**src/rtl/gaussian_polar_variate_generator_top_defines.svh**
```systemverilog
// Assertion macros for the polar variate generator.
`ifndef GAUSSIAN_POLAR_VARIATE_GENERATOR_TOP_DEFINES_SVH
`define GAUSSIAN_POLAR_VARIATE_GENERATOR_TOP_DEFINES_SVH
`ifndef SYNTHESIS
`define GPVG_ASSERT_NOW(lbl, ante, cons) \
	lbl: assert property (@(posedge clk) disable iff (!arst_n) (ante) |-> (cons)) \
		else $error("assertion failed");
`define GPVG_ASSERT_NEXT(lbl, ante, cons) \
	lbl: assert property (@(posedge clk) disable iff (!arst_n) (ante) |=> (cons)) \
		else $error("assertion failed");
`else
`define GPVG_ASSERT_NOW(lbl, ante, cons)
`define GPVG_ASSERT_NEXT(lbl, ante, cons)
`endif
`endif

```
**src/rtl/gpvg_pkg.sv**
```systemverilog
// Shared types and constants of the polar variate generator.
package gpvg_pkg;
	localparam int DATA_W = 32;
	localparam int RESULT_FRAC_BITS = 24;
	localparam logic [DATA_W-1:0] SPREAD_RESET = DATA_W'(64'd1 << RESULT_FRAC_BITS);
	localparam int CFG_INDEX_W = 2;

	typedef enum logic [CFG_INDEX_W-1:0] {
		REG_MODE   = 2'd0,
		REG_CENTER = 2'd1,
		REG_SPREAD = 2'd2
	} cfg_reg_t;

	localparam int SQ_IN_W = 64;
	localparam int SQ_ROOT_W = 32;
	localparam int SQ_STEPS = 32;

	localparam int DIV_Q_W = 31;
	localparam int DIV_DEN_W = 31;
	localparam int DIV_NUM_W = 62;

	typedef struct packed {
		logic [DATA_W-1:0] first_fraction;
		logic [DATA_W-1:0] second_fraction;
	} pair_t;

	typedef struct packed {
		logic signed [DATA_W-1:0] variate;
		logic                     last_of_pair;
		logic                     clipped;
	} draw_t;
endpackage

```
**src/rtl/gpvg_isqrt.sv**
```systemverilog
// Pipelined integer square root, one result bit per stage.
module gpvg_isqrt (
	input  logic                              clk,
	input  logic [gpvg_pkg::SQ_IN_W-1:0]      radicand,
	output logic [gpvg_pkg::SQ_ROOT_W-1:0]    root
);
	import gpvg_pkg::*;

	logic [SQ_IN_W-1:0] rem_q [SQ_STEPS];
	logic [SQ_IN_W-1:0] acc_q [SQ_STEPS];

	for (genvar k = 0; k < SQ_STEPS; k++) begin : g_step
		localparam logic [SQ_IN_W-1:0] BIT = SQ_IN_W'(1) << (SQ_IN_W - 2 - 2 * k);
		logic [SQ_IN_W-1:0] n_in;
		logic [SQ_IN_W-1:0] r_in;
		logic [SQ_IN_W-1:0] trial;
		if (k == 0) begin : g_first
			assign n_in = radicand;
			assign r_in = '0;
		end else begin : g_next
			assign n_in = rem_q[k-1];
			assign r_in = acc_q[k-1];
		end
		assign trial = r_in + BIT;
		always_ff @(posedge clk) begin
			if (n_in >= trial) begin
				rem_q[k] <= n_in - trial;
				acc_q[k] <= (r_in >> 1) + BIT;
			end else begin
				rem_q[k] <= n_in;
				acc_q[k] <= r_in >> 1;
			end
		end
	end

	assign root = acc_q[SQ_STEPS-1][SQ_ROOT_W-1:0];
endmodule

```
**config.mk**
```make
export PLATFORM = sky130hd
export DESIGN_NAME = gpvg_isqrt
export DESIGN_NICKNAME = d
export VERILOG_FILES = /design/src/rtl/gaussian_polar_variate_generator_top_defines.svh /design/src/rtl/gpvg_pkg.sv /design/src/rtl/gpvg_isqrt.sv
export SDC_FILE = /design/constraint.sdc
export NUM_CORES = 2
export LEC_CHECK = 0
export ABC_CLOCK_PERIOD_IN_PS = 8200
export BUFFER_PORTS_ARGS = -buffer_cell sky130_fd_sc_hd__buf_2
export CAP_MARGIN = 30
export CORE_UTILIZATION = 30
export CTS_BUF_LIST = sky130_fd_sc_hd__clkbuf_4
export CTS_CLUSTER_SIZE = 16
export DETAILED_ROUTE_END_ITERATION = 10
export HOLD_SLACK_MARGIN = 0.03
export PLACE_DENSITY_LB_ADDON = 0.05
export REMOVE_ABC_BUFFERS = 1
export SYNTH_ARGS = -nofsm -noshare
export SYNTH_HDL_FRONTEND = slang
export SYNTH_SLANG_ARGS = --single-unit
```
**constraint.sdc**
```tcl
create_clock -name clk -period 8.2 [get_ports clk]
set_input_delay 1.64 -clock clk [delete_from_list [all_inputs] [get_ports clk]]
set_output_delay 1.64 -clock clk [all_outputs]
set_load 0.02 [all_outputs]
```
* After elaboration in Yosys (flattened, before gate mapping) *
Memory sizes are Yosys's and may differ from the RTL's.
Index checks and enable logic that the tools add are counted.

operators by class
  add/subtract/negate cells = 94
  $lt $le $gt $ge = 32
  mux-type cells = 160
  bitwise gates (word level) = 64

operators with widths
  operator                                         number
  two-way mux 64 bit                               64
  >= comparator 64 bit                             31
  subtractor 64 bit                                31
  two-way mux 1 bit                                96
  adder 63 x 1 -> 64 bit (second input constant)   1
  adder 63 x 11 -> 64 bit (second input constant)  1
  adder 63 x 13 -> 64 bit (second input constant)  1
  adder 63 x 15 -> 64 bit (second input constant)  1
  adder 63 x 17 -> 64 bit (second input constant)  1
  adder 63 x 19 -> 64 bit (second input constant)  1
  adder 63 x 21 -> 64 bit (second input constant)  1
  adder 63 x 23 -> 64 bit (second input constant)  1
  adder 63 x 25 -> 64 bit (second input constant)  1
  adder 63 x 27 -> 64 bit (second input constant)  1
  adder 63 x 29 -> 64 bit (second input constant)  1
  adder 63 x 3 -> 64 bit (second input constant)   1
  adder 63 x 31 -> 64 bit (second input constant)  1
  adder 63 x 33 -> 64 bit (second input constant)  1
  adder 63 x 35 -> 64 bit (second input constant)  1
  adder 63 x 37 -> 64 bit (second input constant)  1
  adder 63 x 39 -> 64 bit (second input constant)  1
  adder 63 x 41 -> 64 bit (second input constant)  1
  adder 63 x 43 -> 64 bit (second input constant)  1
  adder 63 x 45 -> 64 bit (second input constant)  1
  45 further kinds                                 108

storage, ports and cells
  register bits = 0
  memory bits (writable) = 4,096
  input bits = 65
  memories kept = 2

memories
  memory  words  bits a word  rd ports  clocked after memory_dff  wr ports  line              RTL
  acc_q   32     64           32        0                         32        gpvg_isqrt.sv:10  logic [SQ_IN_W-1:0] acc_q [SQ_STEPS];
  rem_q   32     64           31        0                         32        gpvg_isqrt.sv:9   logic [SQ_IN_W-1:0] rem_q [SQ_STEPS];

* Logic depth before layout (Yosys ltp) *
An unclocked memory read counts as a cell.

  word-level depth = 6
  mapped depth = 14
  gate-level depth less buffers = 12

* Least setup slack after synthesis *
No wires, ideal clock.

  path kind = register to register
  from = mem rem_q[23][51] (netlist: rem_q[1][499])
  to = mem rem_q[24][21] (netlist: rem_q[1][533])
  library setup time = 123 ps
  arrival time = 3,181 ps
  required time = 8,077 ps
  path slack = 4,895 ps
  cell stages (with the launch flop) = 10
  buffers on the path = 1
  cell sequence = dfxtp_1 -> or4_4 -> or4_4 -> or3_4 -> or4_4 -> or3_4 -> nor3_4 -> and2_1 -> buf_6 -> mux2_1

RTL lines
  item         line
  from (decl)  gpvg_isqrt.sv:9

==> summary.txt <==
final antenna-violating net count = 0
met1 Usage GRT = 24.1%
Iter 0 DRT Violations = 3797
global placer's final weighted congestion = 0.862
path type of the worst setup path = reg -> reg
Residual DRC = 0
Routed Wire Length = 313 mm
most used cell, CP = nor4_1
Tot Pwr = 0.0387 W
Row Count = 207
Worst Path Required = 9540 ps
Worst EP arrival = 5590 ps
Final Max Tran Viols = 0
Reg area = 50300 sq um
largest net degree at the start of global routing = 58
hold worst-path end = rem_q[0][32]$_DFF_P_
initial antenna violation count = 21
router iterations before antenna repair = 5
most common cell in the netlist = dfxtp_1
Syn Inst Count = 9641
Synth area leaders = dfxtp_1, ha_1, xnor2_1, a21oi_1, xor2_1
final std cells w/o fill = 15000
Critical Path End Type = register
M3 GR Usage = 2.82%
FF-to-FF path depth = 11
commonest cells in the netlist = dfxtp_1, inv_1, nor2_1
final setup violation count = 0
Sink Count = 2512
Highest Clock Rate = 0.235 GHz
CTS buffer count = 678
dpl cells = 13800
#FFs+latches synth = 2512
layout cells sized above 1 = 12.8%
Avg Cell Area, Syn = 9.94 sq um
Peak VDD IR = 0.148 mV
post-layout instance area = 110000 sq um
DR vias = 71500
RSZ-0062 raised after global routing = no
CTS tree = yes
Hold Crit Start = radicand[32]
final net count = 10900
top_reg_cell synth = dfxtp_1
worst hold path type = in -> reg
Yosys cell types = 89
clk_lat worst skew = 1520 ps
Setup TNS = 0 ps
first-pass GRT wire length = 463 mm
Ys Warns = 0
Tcrit/Tclk final = 51.9%
worst-margin pin slew = 1060 ps
max cap viols = 0
area share of the largest cell type after synthesis = 52.5%
Critical R2R Capture = rem_q[1][376]$_DFF_P_
run status = finished clean
Fin Clk Skew = 101 ps
IO Count = 97
Via-to-Cell Ratio = 4.77
Worst Setup Start Kind = register
sequential area share after synthesis = 52.5%
asr flop ratio synth = 0%
flop2flop setup slack = 3950 ps
# fillers = 32700
Post-synth EDFFs = 0
Die H = 567 um
Mapped Area = 95800 sq um
slowest CP cell = nor4_1
area of the multi-input gates = 42100 sq um
dpl hpwl = 248 mm
met2 GRT Util = 32.7%
die area = 322000 sq um
core area = 318000 sq um
Die W = 567 um
htree depth = 6
Crit Path Max Fanout = 9
Tmin final = 4250 ps
Starting Density = 30.2%
total gr overflow = 0
Post-DP Area = 101000 sq um
gr usage total = 18.9%
Clk pin slew, worst setup/hold paths = 70 ps
Rel. slew slack = 28.6%
area leader, netlist = dfxtp_1
Post-CTS Setup Inserts = 0
area added between synthesis and finish = 14.8%
hold depth = 1
# port buffers = 96
busiest layer in global routing = met2
WL/cell = 20.9 um
clk buf depth = 4
vias in the first global route = 72800
static leakage = 49.6 nW
RR Startpoint = acc_q[1][298]$_DFF_P_
worst-path cell chain = inv_1 -> ha_1 -> nand4b_1 -> nor3_1 -> nor4bb_1 -> nor4_1 -> nand4_1 -> a211oi_4 -> nor4_1 -> nor3b_1 -> xor2_1
CTS Root Cell = clkbuf_4
max incr delay on CP = 800 ps
final hold vios = 0
pwr dens = 352 nW/um^2
repair_timing:
| action | in CTS | in global routing |
|---|---|---|
| hold buffers | 52 | 0 |
| gates resized for setup | 0 | 0 |
| endpoints found under the hold margin | 52 | 0 |
per-layer routing:
metal	up-vias	part of all wire, %
li1	35400	-
met1	34200	45
met2	1484	49
met3	460	3.7
met4	22	2.3
met5	-	0.048
final cells by class:
type	count	share of cell area [%]
Antenna cell	9	0.0205
Clock buffer	933	6.36
Clock inverter	240	1.25
Inverter	693	2.36
Multi-Input combinational cell	6212	38.2
Sequential cell	2512	45.7
Tap cell	4180	4.75
Timing Repair Buffer	211	1.32
worst max-delay path, delay by kind of cell (launching register included):
family,cells,cell delay (ps)
AOI/OAI and AO/OA,1,90
xor gates and xnor gates,1,370
adders and majority gates,1,430
buffers and inverters,1,70
DFF,1,420
and+or+nand+nor,7,2750
how the worst max path moves through the flow:
stage,start,end,slack (ps),depth (start not counted)
finish,acc_q[1][298]$_DFF_P_,rem_q[1][376]$_DFF_P_,3950,11
CTS,acc_q[1][298]$_DFF_P_,rem_q[1][376]$_DFF_P_,3830,11
global route,acc_q[1][298]$_DFF_P_,rem_q[1][376]$_DFF_P_,3560,11
global placement,acc_q[1][298]$_DFF_P_,rem_q[1][383]$_DFF_P_,3630,11
detailed placement,acc_q[1][298]$_DFF_P_,rem_q[1][376]$_DFF_P_,3870,11
floorplan,rem_q[1][314]$_DFF_P_,rem_q[1][371]$_DFF_P_,2680,9
metrics by stage:
stage               util, %  hold WS (ps)  setup WS, ps
CTS                    34.6          31.3          3830
detailed placement     31.8           333          3870
global placement       31.8           337          3630
floorplan                 -           322          2680
global route           34.6           150          3560
finish                 34.6           282          3950
placed cells by master (no fill, tap or decap), types with 32 or more instances in the layout:
master	synthesis	final
a211oi_1	51	48
a21o_1	211	211
a21oi_1	656	656
and2_1	33	32
and3_1	35	35
buf_2	15	105
buf_4	34	49
clkbuf_4	0	933
clkinv_1	0	157
clkinv_2	0	33
dfxtp_1	2512	2512
dlygate4sd3_1	0	52
ha_1	558	558
inv_1	688	687
mux2_2	107	107
nand2_1	592	590
nand2b_1	107	107
nand3_1	178	178
nand3b_1	36	36
nand4_1	170	170
nor2_1	663	662
nor2b_1	71	71
nor3_1	226	225
nor4_1	335	328
nor4b_1	58	58
o211ai_1	41	41
o21a_1	94	94
o21ai_0	389	389
o21bai_1	56	56
o31ai_1	46	46
or2_2	38	38
or3_1	102	102
or4_1	82	82
xnor2_1	520	520
xor2_1	365	365
flip-flops by register name, summed over array words and instances (netlist names):
register	count
acc_q	528
rem_q	1984
kinds of logic (layout without fill, tap and decap cells):
kind of cell	Yosys count	after routing	synth area share, %
and+or+nand+nor	2845	2845	15.4
DFF	2512	2512	52.5
xor gates and xnor gates	885	885	8.09
adders and majority gates	558	558	7.29
other	0	9	0
buffers and inverters	917	2077	3.78
AOI/OAI and AO/OA	1809	1809	11.6
muxes	115	115	1.34
where the power goes:
group / switching [W] / internal (W)
Combinational: 0.00572 / 0.00424
Sequential: 0.00285 / 0.0150
Clock: 0.00532 / 0.00558
Power figures use the tool's default switching activity.
